$ cat config.mk
export PLATFORM = sky130hd
export DESIGN_NAME = utf8_stream_decoder
export DESIGN_NICKNAME = d
export VERILOG_FILES = /design/src/rtl/usd_pkg.sv /design/src/rtl/usd_front.sv /design/src/rtl/usd_queue.sv /design/src/rtl/usd_back.sv /design/src/rtl/utf8_stream_decoder.sv
export SDC_FILE = /design/constraint.sdc
export NUM_CORES = 1
export LEC_CHECK = 0
export BUFFER_PORTS_ARGS = -buffer_cell sky130_fd_sc_hd__buf_2
export CORE_MARGIN = 3
export CORE_UTILIZATION = 35
export CTS_CLUSTER_DIAMETER = 80
export DETAILED_ROUTE_END_ITERATION = 10
export GPL_ROUTABILITY_DRIVEN = 0
export MAX_ROUTING_LAYER = met4
export PLACE_DENSITY = 0.51
export SETUP_SLACK_MARGIN = 0.2
export SYNTH_ARGS = -nofsm -noshare
export SYNTH_HDL_FRONTEND = slang
export SYNTH_SLANG_ARGS = --single-unit
$ cat constraint.sdc
create_clock -name clk -period 8.5 [get_ports clk]
set_clock_uncertainty 0.2 [all_clocks]
set_input_delay 0.85 -clock clk [delete_from_list [all_inputs] [get_ports clk]]
set_output_delay 0.85 -clock clk [all_outputs]
set_load 0.01 [all_outputs]
$ cat src/rtl/usd_pkg.sv
`timescale 1ns / 1ps
// ----------------------------------------------------------------------------
// usd_pkg
// Shared types and constants of the UTF-8 stream decoder.
// ----------------------------------------------------------------------------
package usd_pkg;

	localparam int BYTE_W   = 8;
	localparam int CP_W     = 21;
	localparam int LEN_W    = 2;
	localparam int QUEUE_DEPTH = 4;
	localparam int QPTR_W   = $clog2(QUEUE_DEPTH);
	localparam int QCNT_W   = $clog2(QUEUE_DEPTH + 1);

	localparam logic [CP_W-1:0] CP_MAX      = 21'h10FFFF;
	localparam logic [CP_W-1:0] SURR_LO     = 21'h00D800;
	localparam logic [CP_W-1:0] SURR_HI     = 21'h00DFFF;
	localparam logic [CP_W-1:0] MIN_LEN1    = 21'h000080;
	localparam logic [CP_W-1:0] MIN_LEN2    = 21'h000800;
	localparam logic [CP_W-1:0] MIN_LEN3    = 21'h010000;

	localparam logic [LEN_W-1:0] LEN_NONE = 2'd0;
	localparam logic [LEN_W-1:0] LEN_ONE  = 2'd1;
	localparam logic [LEN_W-1:0] LEN_TWO  = 2'd2;
	localparam logic [LEN_W-1:0] LEN_THREE = 2'd3;

	// one queued job: a run of invalid results, then an optional final result
	typedef struct packed {
		logic [1:0]      pre_cnt;
		logic            has_final;
		logic [CP_W-1:0] code_point;
		logic            is_invalid;
		logic            is_end;
	} usd_job_t;

endpackage

$ cat src/rtl/usd_front.sv
`timescale 1ns / 1ps
// ----------------------------------------------------------------------------
// usd_front
// Byte classifier: tracks the pending sequence and turns each byte into a job.
// ----------------------------------------------------------------------------
module usd_front import usd_pkg::*; (
	input  logic              clk,
	input  logic              arst_n,
	input  logic              take,
	input  logic [BYTE_W-1:0] in_byte,
	output logic              job_valid,
	output usd_job_t          job
);

	logic [LEN_W-1:0] seq_len_q, seq_len_d;
	logic [1:0]       cont_q, cont_d;
	logic [CP_W-1:0]  accum_q, accum_d;

	logic             pending;
	logic             is_cont;
	logic [1:0]       cont_next;
	logic [CP_W-1:0]  shifted;
	logic [CP_W-1:0]  min_cp;
	logic             bad;

	assign pending   = (seq_len_q != LEN_NONE);
	assign is_cont   = (in_byte[7:6] == 2'b10);
	assign cont_next = cont_q + 2'd1;
	assign shifted   = {accum_q[CP_W-7:0], in_byte[5:0]};

	always_comb begin
		unique case (seq_len_q)
			LEN_ONE: min_cp = MIN_LEN1;
			LEN_TWO: min_cp = MIN_LEN2;
			default: min_cp = MIN_LEN3;
		endcase
	end

	assign bad = (shifted < min_cp) || (shifted > CP_MAX) ||
		((shifted >= SURR_LO) && (shifted <= SURR_HI));

	always_comb begin
		seq_len_d      = seq_len_q;
		cont_d         = cont_q;
		accum_d        = accum_q;
		job.pre_cnt    = 2'd0;
		job.has_final  = 1'b0;
		job.code_point = '0;
		job.is_invalid = 1'b0;
		job.is_end     = 1'b0;
		if (pending && is_cont) begin
			if (cont_next >= seq_len_q) begin
				seq_len_d     = LEN_NONE;
				cont_d        = 2'd0;
				accum_d       = '0;
				job.has_final = 1'b1;
				if (bad) begin
					job.is_invalid = 1'b1;
				end else begin
					job.code_point = shifted;
				end
			end else begin
				cont_d  = cont_next;
				accum_d = shifted;
			end
		end else begin
			// cut-off sequence: one invalid for the lead and each continuation
			if (pending) begin
				job.pre_cnt = cont_q + 2'd1;
			end
			seq_len_d = LEN_NONE;
			cont_d    = 2'd0;
			accum_d   = '0;
			priority if (in_byte == '0) begin
				job.has_final = 1'b1;
				job.is_end    = 1'b1;
			end else if (in_byte[7] == 1'b0) begin
				job.has_final  = 1'b1;
				job.code_point = CP_W'(in_byte);
			end else if (in_byte[7:5] == 3'b110) begin
				seq_len_d = LEN_ONE;
				accum_d   = CP_W'(in_byte[4:0]);
			end else if (in_byte[7:4] == 4'b1110) begin
				seq_len_d = LEN_TWO;
				accum_d   = CP_W'(in_byte[3:0]);
			end else if (in_byte[7:3] == 5'b11110) begin
				seq_len_d = LEN_THREE;
				accum_d   = CP_W'(in_byte[2:0]);
			end else begin
				job.has_final  = 1'b1;
				job.is_invalid = 1'b1;
			end
		end
	end

	assign job_valid = take && ((job.pre_cnt != 2'd0) || job.has_final);

	always_ff @(posedge clk or negedge arst_n) begin
		if (!arst_n) begin
			seq_len_q <= LEN_NONE;
			cont_q    <= 2'd0;
			accum_q   <= '0;
		end else if (take) begin
			seq_len_q <= seq_len_d;
			cont_q    <= cont_d;
			accum_q   <= accum_d;
		end
	end

endmodule

$ cat src/rtl/usd_queue.sv
`timescale 1ns / 1ps
// ----------------------------------------------------------------------------
// usd_queue
// Short job queue between the classifier and the result sequencer.
// ----------------------------------------------------------------------------
module usd_queue import usd_pkg::*; (
	input  logic     clk,
	input  logic     arst_n,
	input  logic     wr_en,
	input  usd_job_t wr_job,
	output logic     full,
	input  logic     rd_en,
	output usd_job_t rd_job,
	output logic     avail
);

	usd_job_t           slot_q [QUEUE_DEPTH];
	logic [QPTR_W-1:0]  wr_ptr_q;
	logic [QPTR_W-1:0]  rd_ptr_q;
	logic [QCNT_W-1:0]  count_q;

	assign full   = (count_q == QCNT_W'(QUEUE_DEPTH));
	assign avail  = (count_q != '0);
	assign rd_job = slot_q[rd_ptr_q];

	always_ff @(posedge clk) begin
		if (wr_en) begin
			slot_q[wr_ptr_q] <= wr_job;
		end
	end

	always_ff @(posedge clk or negedge arst_n) begin
		if (!arst_n) begin
			wr_ptr_q <= '0;
			rd_ptr_q <= '0;
			count_q  <= '0;
		end else begin
			if (wr_en) begin
				wr_ptr_q <= wr_ptr_q + QPTR_W'(1);
			end
			if (rd_en) begin
				rd_ptr_q <= rd_ptr_q + QPTR_W'(1);
			end
			unique case ({wr_en, rd_en})
				2'b10:   count_q <= count_q + QCNT_W'(1);
				2'b01:   count_q <= count_q - QCNT_W'(1);
				default: count_q <= count_q;
			endcase
		end
	end

endmodule

$ cat src/rtl/usd_back.sv
`timescale 1ns / 1ps
// ----------------------------------------------------------------------------
// usd_back
// Result sequencer: expands each job into results in the output register.
// ----------------------------------------------------------------------------
module usd_back import usd_pkg::*; (
	input  logic            clk,
	input  logic            arst_n,
	input  logic            job_avail,
	input  usd_job_t        job,
	output logic            job_done,
	input  logic            pop,
	output logic            empty,
	output logic [CP_W-1:0] code_point,
	output logic            is_invalid,
	output logic            is_end,
	output logic            last_of_run
);

	logic            empty_q;
	logic [1:0]      done_q;
	logic [CP_W-1:0] cp_q;
	logic            inv_q;
	logic            end_q;
	logic            last_q;

	logic            load;
	logic            in_pre;
	logic            last_now;

	assign load     = job_avail && (empty_q || pop);
	assign in_pre   = (done_q < job.pre_cnt);
	assign last_now = in_pre ? ((done_q + 2'd1 == job.pre_cnt) && !job.has_final) : 1'b1;
	assign job_done = load && last_now;

	always_ff @(posedge clk or negedge arst_n) begin
		if (!arst_n) begin
			empty_q <= 1'b1;
			done_q  <= 2'd0;
		end else if (load) begin
			empty_q <= 1'b0;
			done_q  <= last_now ? 2'd0 : done_q + 2'd1;
		end else if (pop) begin
			empty_q <= 1'b1;
		end
	end

	always_ff @(posedge clk) begin
		if (load) begin
			last_q <= last_now;
			if (in_pre) begin
				cp_q  <= '0;
				inv_q <= 1'b1;
				end_q <= 1'b0;
			end else begin
				cp_q  <= job.code_point;
				inv_q <= job.is_invalid;
				end_q <= job.is_end;
			end
		end
	end

	assign empty       = empty_q;
	assign code_point  = cp_q;
	assign is_invalid  = inv_q;
	assign is_end      = end_q;
	assign last_of_run = last_q;

endmodule

$ cat src/rtl/utf8_stream_decoder.sv
`timescale 1ns / 1ps
// ----------------------------------------------------------------------------
// utf8_stream_decoder
// Streaming UTF-8 to code point decoder with queue-style ports.
// A byte's job is queued before its first result enters the output register.
// Throughput: one byte per cycle while full is low; the result sequencer emits
// one result per cycle while pop keeps the output register free, so a cut-off
// sequence (up to four results) holds it. A job queue of four entries absorbs
// those bursts before full rises. Reset: arst_n clears the pending sequence and
// the queue, and marks the output register empty.
// ----------------------------------------------------------------------------
module utf8_stream_decoder import usd_pkg::*; (
	input  logic              clk,
	input  logic              arst_n,
	input  logic              push,
	output logic              full,
	input  logic [BYTE_W-1:0] in_byte,
	output logic              empty,
	input  logic              pop,
	output logic [CP_W-1:0]   code_point,
	output logic              is_invalid,
	output logic              is_end,
	output logic              last_of_run
);

	logic     take;
	logic     job_wr;
	usd_job_t job_in;
	usd_job_t job_head;
	logic     job_avail;
	logic     job_done;

	assign take = push && !full;

	usd_front u_front (
		.clk       (clk),
		.arst_n    (arst_n),
		.take      (take),
		.in_byte   (in_byte),
		.job_valid (job_wr),
		.job       (job_in)
	);

	usd_queue u_queue (
		.clk    (clk),
		.arst_n (arst_n),
		.wr_en  (job_wr),
		.wr_job (job_in),
		.full   (full),
		.rd_en  (job_done),
		.rd_job (job_head),
		.avail  (job_avail)
	);

	usd_back u_back (
		.clk         (clk),
		.arst_n      (arst_n),
		.job_avail   (job_avail),
		.job         (job_head),
		.job_done    (job_done),
		.pop         (pop),
		.empty       (empty),
		.code_point  (code_point),
		.is_invalid  (is_invalid),
		.is_end      (is_end),
		.last_of_run (last_of_run)
	);

endmodule

; ---- Word-level counts from Yosys, hierarchy flattened
; Memory sizes are Yosys's and may differ from the RTL's.
; Index checks and enable logic that the tools add are counted.
[word_totals]
input_bits = 12
ramBits = 104
mem_bits_ro = 0
ff_bits = 53
latch_bits = 0
word_cells = 96
n_memories = 1
[classes]
mul = 0
bitwise = 0
addsub = 6
reduce_logical = 20
order_cmp = 6
eq_ne = 11
div = 0
shift = 0
muxes = 40
[memory_table]
columns = memory, words, width, rd, rd_clocked_by_memory_dff, write_ports, line
row1 = u_queue.slot_q, 4, 26, 1, 0, 1, usd_queue.sv:17  ; usd_job_t slot_q [QUEUE_DEPTH];
[ops]
columns = op, n
row1 = 2-to-1 mux 15 bit, 5
row2 = 2-to-1 mux 23 bit, 2
row3 = one-hot mux 17 bit (2 select lines), 1
row4 = 2-to-1 mux 2 bit, 12
row5 = 2-to-1 mux 22 bit, 1
row6 = ">= comparator 21 x 16 -> 1 bit, second input constant", 1
row7 = "greater-than comparator 21 bit, second input constant", 1
row8 = "less-or-equal comparator 21 x 16 -> 1 bit, second input constant", 1
row9 = < comparator 21 x 17 -> 1 bit, 1
row10 = 2-to-1 mux 21 bit, 1
row11 = 2-to-1 mux 1 bit, 14
row12 = "adder 2 x 1 -> 2 bit, second input constant", 4
row13 = zero test 8 bit, 1
row14 = nonzero test 2 bit, 4
row15 = logical AND 1 bit, 7
row16 = 2-to-1 mux 7 bit, 1
row17 = "equality test 2 bit, second input constant", 3
row18 = "equality test 3 bit, second input constant", 2
row19 = one-hot mux 3 bit (2 select lines), 1
row20 = "equality test 5 bit, second input constant", 1
row21 = "equality test 2 x 1 -> 1 bit, second input constant", 2
row22 = "equality test 4 bit, second input constant", 1
row23 = logical OR 1 bit, 4
row24 = 2-to-1 mux 4 bit, 1
row25 = other kinds (10), 11

; ---- Depth between registers and ports, before layout
[logic_depth]
ltp_word = 12
mapped_depth = 14

; ---- Modules after synthesis
; From an unflattened synthesis, not the netlist that was laid out.
[unflattened]
cells_unflattened = 388
hier_area_um2 = 6740.2
[modules_own_cells]
columns = mod, area_each_um2, n_inst, seq_area_each_um2, cells_per_inst
row1 = usd_queue, 4201.5, 1, 3298.2, 172
row2 = usd_front, 1406.3, 1, 475.5, 140
row3 = usd_back, 1118.6, 1, 797.0, 75
row4 = utf8_stream_decoder, 13.8, 1, 0.0, 1

; ---- Worst setup path before layout
; No wires, ideal clock.
[synth_timing]
path_kind = register to register
from = register u_queue.rd_ptr_q[0]
to = register u_queue.count_q[2]
stages_incl_launch_ff = 13
path_slack_ps = 5148
synth_period_minus_slack_ps = 3352
setup_time_ps = 79
path_buffers = 2
t_arrival_ps = 3073
cell_sequence = dfrtp_1 buf_4 buf_2 mux4_2 ha_1 o31ai_2 and2_1 ha_1 inv_1 fa_1 xor2_1 nor2_1 xor2_1
[synth_via]
elab_chain_len = 7
[synth_lines]
columns = item, line
row1 = from (decl), usd_queue.sv:19  ; logic [QPTR_W-1:0] rd_ptr_q;
row2 = from (signal assigned), usd_queue.sv:42  ; rd_ptr_q <= rd_ptr_q + QPTR_W'(1);
row3 = memory read (4 x 26 bit) (*), --
row4 = equality test 2 bit or zero test 1 bit (tied branches), usd_back.sv:33  ; assign last_now = in_pre ? ((done_q + 2'd1 == job.pre_cnt) && !job.has_final) : 1'b1;
row5 = logical AND 1 bit, usd_back.sv:33
row6 = 2-to-1 mux 1 bit (*), usd_back.sv:33
row7 = named net u_back.last_now, usd_back.sv:29  ; logic last_now;
row8 = logical AND 1 bit (*), usd_back.sv:34  ; assign job_done = load && last_now;
row9 = named net job_done, utf8_stream_decoder.sv:31  ; logic job_done;
row10 = equality test 2 x 1 -> 1 bit or equality test 2 bit (tied branches), usd_queue.sv:44  ; unique case ({wr_en, rd_en})
row11 = one-hot mux 3 bit (2 select lines) or nonzero test 2 bit (tied branches), --
row12 = to (signal assigned), usd_queue.sv:45  ; 2'b10: count_q <= count_q + QCNT_W'(1);
row13 = to (signal assigned), usd_queue.sv:46  ; 2'b01: count_q <= count_q - QCNT_W'(1);
row14 = to (signal assigned), usd_queue.sv:47  ; default: count_q <= count_q;
row15 = to (decl), usd_queue.sv:20  ; logic [QCNT_W-1:0] count_q;
; The timed path passes the listed nets; every way through them passes the cells marked *.
; A chain may end at the register's enable or synchronous reset.

; ---- Worst setup path after layout
[layout_timing]
from = register u_queue.rd_ptr_q[0]
to = register u_queue.count_q[1]
; Same word-level chain as after synthesis.

==> flow_metrics.env <==
export IMPL_p_int_mw=1.87
export IMPL_coreArea_um2=18000
export IMPL_netlist_instances=377
export IMPL_max_freq_mhz=255
export IMPL_num_antenna_cells=0
export IMPL_cts_resized=0
export IMPL_grt_ovfl_total=0
export IMPL_dp_slack_ns=4.45
export IMPL_synth_top_cell_by_area="edfxtp_1"
export IMPL_cts_htree_levels=4
export IMPL_die_w_um=142
export IMPL_grt_pass1_vias=3448
export IMPL_grt_max_degree=30
export IMPL_die_area_um2=20100
export IMPL_fin_nets=449
export IMPL_worstMarginPinSlew_ns=1.06
export IMPL_ys_async_sr_fraction=0.185
export IMPL_numCtsBuffers=17
export IMPL_n_fill_cell=1676
export IMPL_synth_nets=404
export IMPL_pwr_share_seq=0.444
export IMPL_track_usage=0.134
export IMPL_seq_area_frac_synth=0.707
export IMPL_viasPerCell=4.98
export IMPL_io_buffers=37
export IMPL_period_share=0.461
export IMPL_setup_viol_count_final=0
export IMPL_clock_latency_ns=0.42
export IMPL_ir_drop_v=0.000142
export IMPL_timing_final_ws_setup_ns=4.58
export IMPL_switching_share=0.282
export IMPL_hold_violations=0
export IMPL_postSynthAreaPerCell_um2=17.1
export IMPL_drv_slew=0
export IMPL_crit_path_end_kind="flop"
export IMPL_power_leakage_nw=2.75
export IMPL_critical_path_required_ns=8.64
export IMPL_wire_per_inst_um=18.3
export IMPL_antenna_found_initial=0
export IMPL_p_per_area_nw_per_um2=347
export IMPL_ff_latch_area_um2=4570
export IMPL_layout_common_cells="128 x edfxtp_1, 37 x buf_2, 27 x dfrtp_1, 26 x mux4_2, 24 x nor2b_1"
export IMPL_hpwl_um=7500
export IMPL_rows=49
export IMPL_pin_count=38
export IMPL_rsz0062_at_grt="no"
export IMPL_postCtsSetupBuffers=0
export IMPL_first_iter_violations=131
export IMPL_combPwrFrac=0.253
export IMPL_outcome="complete, no violations"
export IMPL_synthFlopType="edfxtp_1"
export IMPL_placed_cell_area_um2=6890
export IMPL_cts_root_buf="clkbuf_16"
export IMPL_ys_warn_count=0
export IMPL_cap_violations=0
export IMPL_multiInputGateArea_um2=1770
export IMPL_syn_cell_area_um2=6460
export IMPL_drtAntennaViolNets=0
export IMPL_power_switching_mw=0.737
export IMPL_ys_seq_elements=157
export IMPL_synth_edf_count=128
export IMPL_fin_area_um2=7510
export IMPL_hold_path_class="in2async"
export IMPL_syn2layout_area_growth_pct=16.3
export IMPL_p_clk_frac=0.303
export IMPL_cts_max_path_buffers=2
export IMPL_drive_gt1_frac=0.264
export IMPL_synth_top_area_frac=0.595
export IMPL_post_route_drc_count=0
export IMPL_initial_core_util=0.359
export IMPL_num_vias=3305
export IMPL_tritoncts="done"
export IMPL_die_height_um=142
export IMPL_clkTransAtPathRegs_ns=0.06
export IMPL_final_common_cell="edfxtp_1"
export IMPL_ys_types=50
export IMPL_cp_max_fo=28
export IMPL_min_period_ns=3.92
export IMPL_arrival_ns=4.06
export IMPL_dr_pass1_iters=4
export IMPL_maxSlewHeadroom=0.290
export IMPL_cts_hold_buf=0
export IMPL_worstSetupStartpointType="flop"
export IMPL_setup_tns_ns=0
export IMPL_grt_pass1_wl_um=19300
export IMPL_synth_top_cells_by_area="edfxtp_1 59%, dfrtp_1 11%, mux4_2 9.1%"
export IMPL_path_class="reg2reg"
export IMPL_cts_sinks=157
export IMPL_wirelength_um=12100
cells by family (layout without fill, tap and decap cells):
logic type,Yosys count,after routing,synth area share
buffers and inverters,30,88,0.0199
and+or+nand+nor,93,93,0.0825
AOI/OAI and AO/OA,45,45,0.0538
muxes,28,28,0.0941
DFF,157,157,0.707
adders and majority gates,15,15,0.0302
xor gates and xnor gates,9,9,0.0122
cell type report:
cell class	instances	area share
Multi-Input combinational cell	190	0.236
Sequential cell	157	0.608
Timing Repair Buffer	39	0.0266
Tap cell	229	0.0381
Inverter	17	0.00849
Clock buffer	24	0.0641
Clock inverter	8	0.0183
worst paths after layout:
kind                                                    to  slack (ns)                             from  cells past startpoint
min                        u_queue.wr_ptr_q[1]$_DFFE_PN0P_        0.27                           arst_n                      1
max reg2reg                 u_queue.count_q[1]$_DFFE_PN0P_        4.58  u_queue.rd_ptr_q[0]$_DFFE_PN0P_                     11
max                         u_queue.count_q[1]$_DFFE_PN0P_        4.58  u_queue.rd_ptr_q[0]$_DFFE_PN0P_                     11
min reg2reg                 u_queue.count_q[2]$_DFFE_PN0P_        0.29   u_queue.count_q[2]$_DFFE_PN0P_                      1
min in group clk            u_queue.count_q[2]$_DFFE_PN0P_        0.29   u_queue.count_q[2]$_DFFE_PN0P_                      1
max in group asynchronous  u_queue.rd_ptr_q[0]$_DFFE_PN0P_        7.34                           arst_n                      1
power by group through the flow:
stage / registers [mW] / clock network [mW] / logic [mW]
finish: 1.16 / 0.790 / 0.661
global route: 1.19 / 0.846 / 0.742
CTS: 1.17 / 0.805 / 0.686
detailed placement: 1.18 / 0 / 0.685
global placement: 1.18 / 0 / 0.675
floorplan: 1.15 / 0 / 0.480
stage by stage:
| stage | instances | total power [mW] | utilization | hold WS, ns |
|---|---|---|---|---|
| 5_1_grt | 664 | 2.77 | 0.417 | 0.321 |
| 3_5_place_dp | 632 | 1.87 | 0.382 | 0.282 |
| 6_report | 664 | 2.61 | 0.417 | 0.271 |
| 4_1_cts | 664 | 2.66 | 0.417 | 0.290 |
| 3_3_place_gp | 632 | 1.85 | 0.382 | 0.274 |
| 2_1_floorplan | 377 | 1.63 | - | 0.257 |
layer usage:
layer	wire length (µm)	part of all wire	vias to the layer above	global-route usage
met2	5980	0.49	55	0.210
met1	5520	0.45	1694	0.168
li1	-	-	1533	-
met4	242	0.020	0	0.0530
met5	0	0	-	-
met3	395	0.033	23	0.0307
cell usage after synthesis (all sizes together) (2+ instances only):
library cell,n
edfxtp,128
dfrtp,28
mux4,26
nor2b,24
and2,18
inv,17
nand2,17
ha,14
a22o,13
o21ai,9
nor2,8
buf,7
a21boi,6
a21oi,6
clkbuf,6
xnor2,6
nand3,5
or4,5
nor3,4
or3,3
xor2,3
a211o,2
mux2,2
o31ai,2
or2,2
state kept, by name, summed over array words and instances (netlist names), 3 cells and up:
signal and cells:
u_queue.slot_q 104, u_front.accum_q 15, u_queue.count_q 3, u_back.code_point 21
worst max-delay path, stage by stage (launching register included):
cell	delay, ns
dfrtp_2	1.03
mux4_2	0.63
inv_1	0.09
ha_1	0.24
a21oi_2	0.11
buf_4	0.32
o31ai_2	0.17
and2_1	0.20
ha_1	0.21
inv_1	0.07
fa_1	0.40
o21ai_0	0.15
Note: power is estimated with default switching activity, not from simulation.
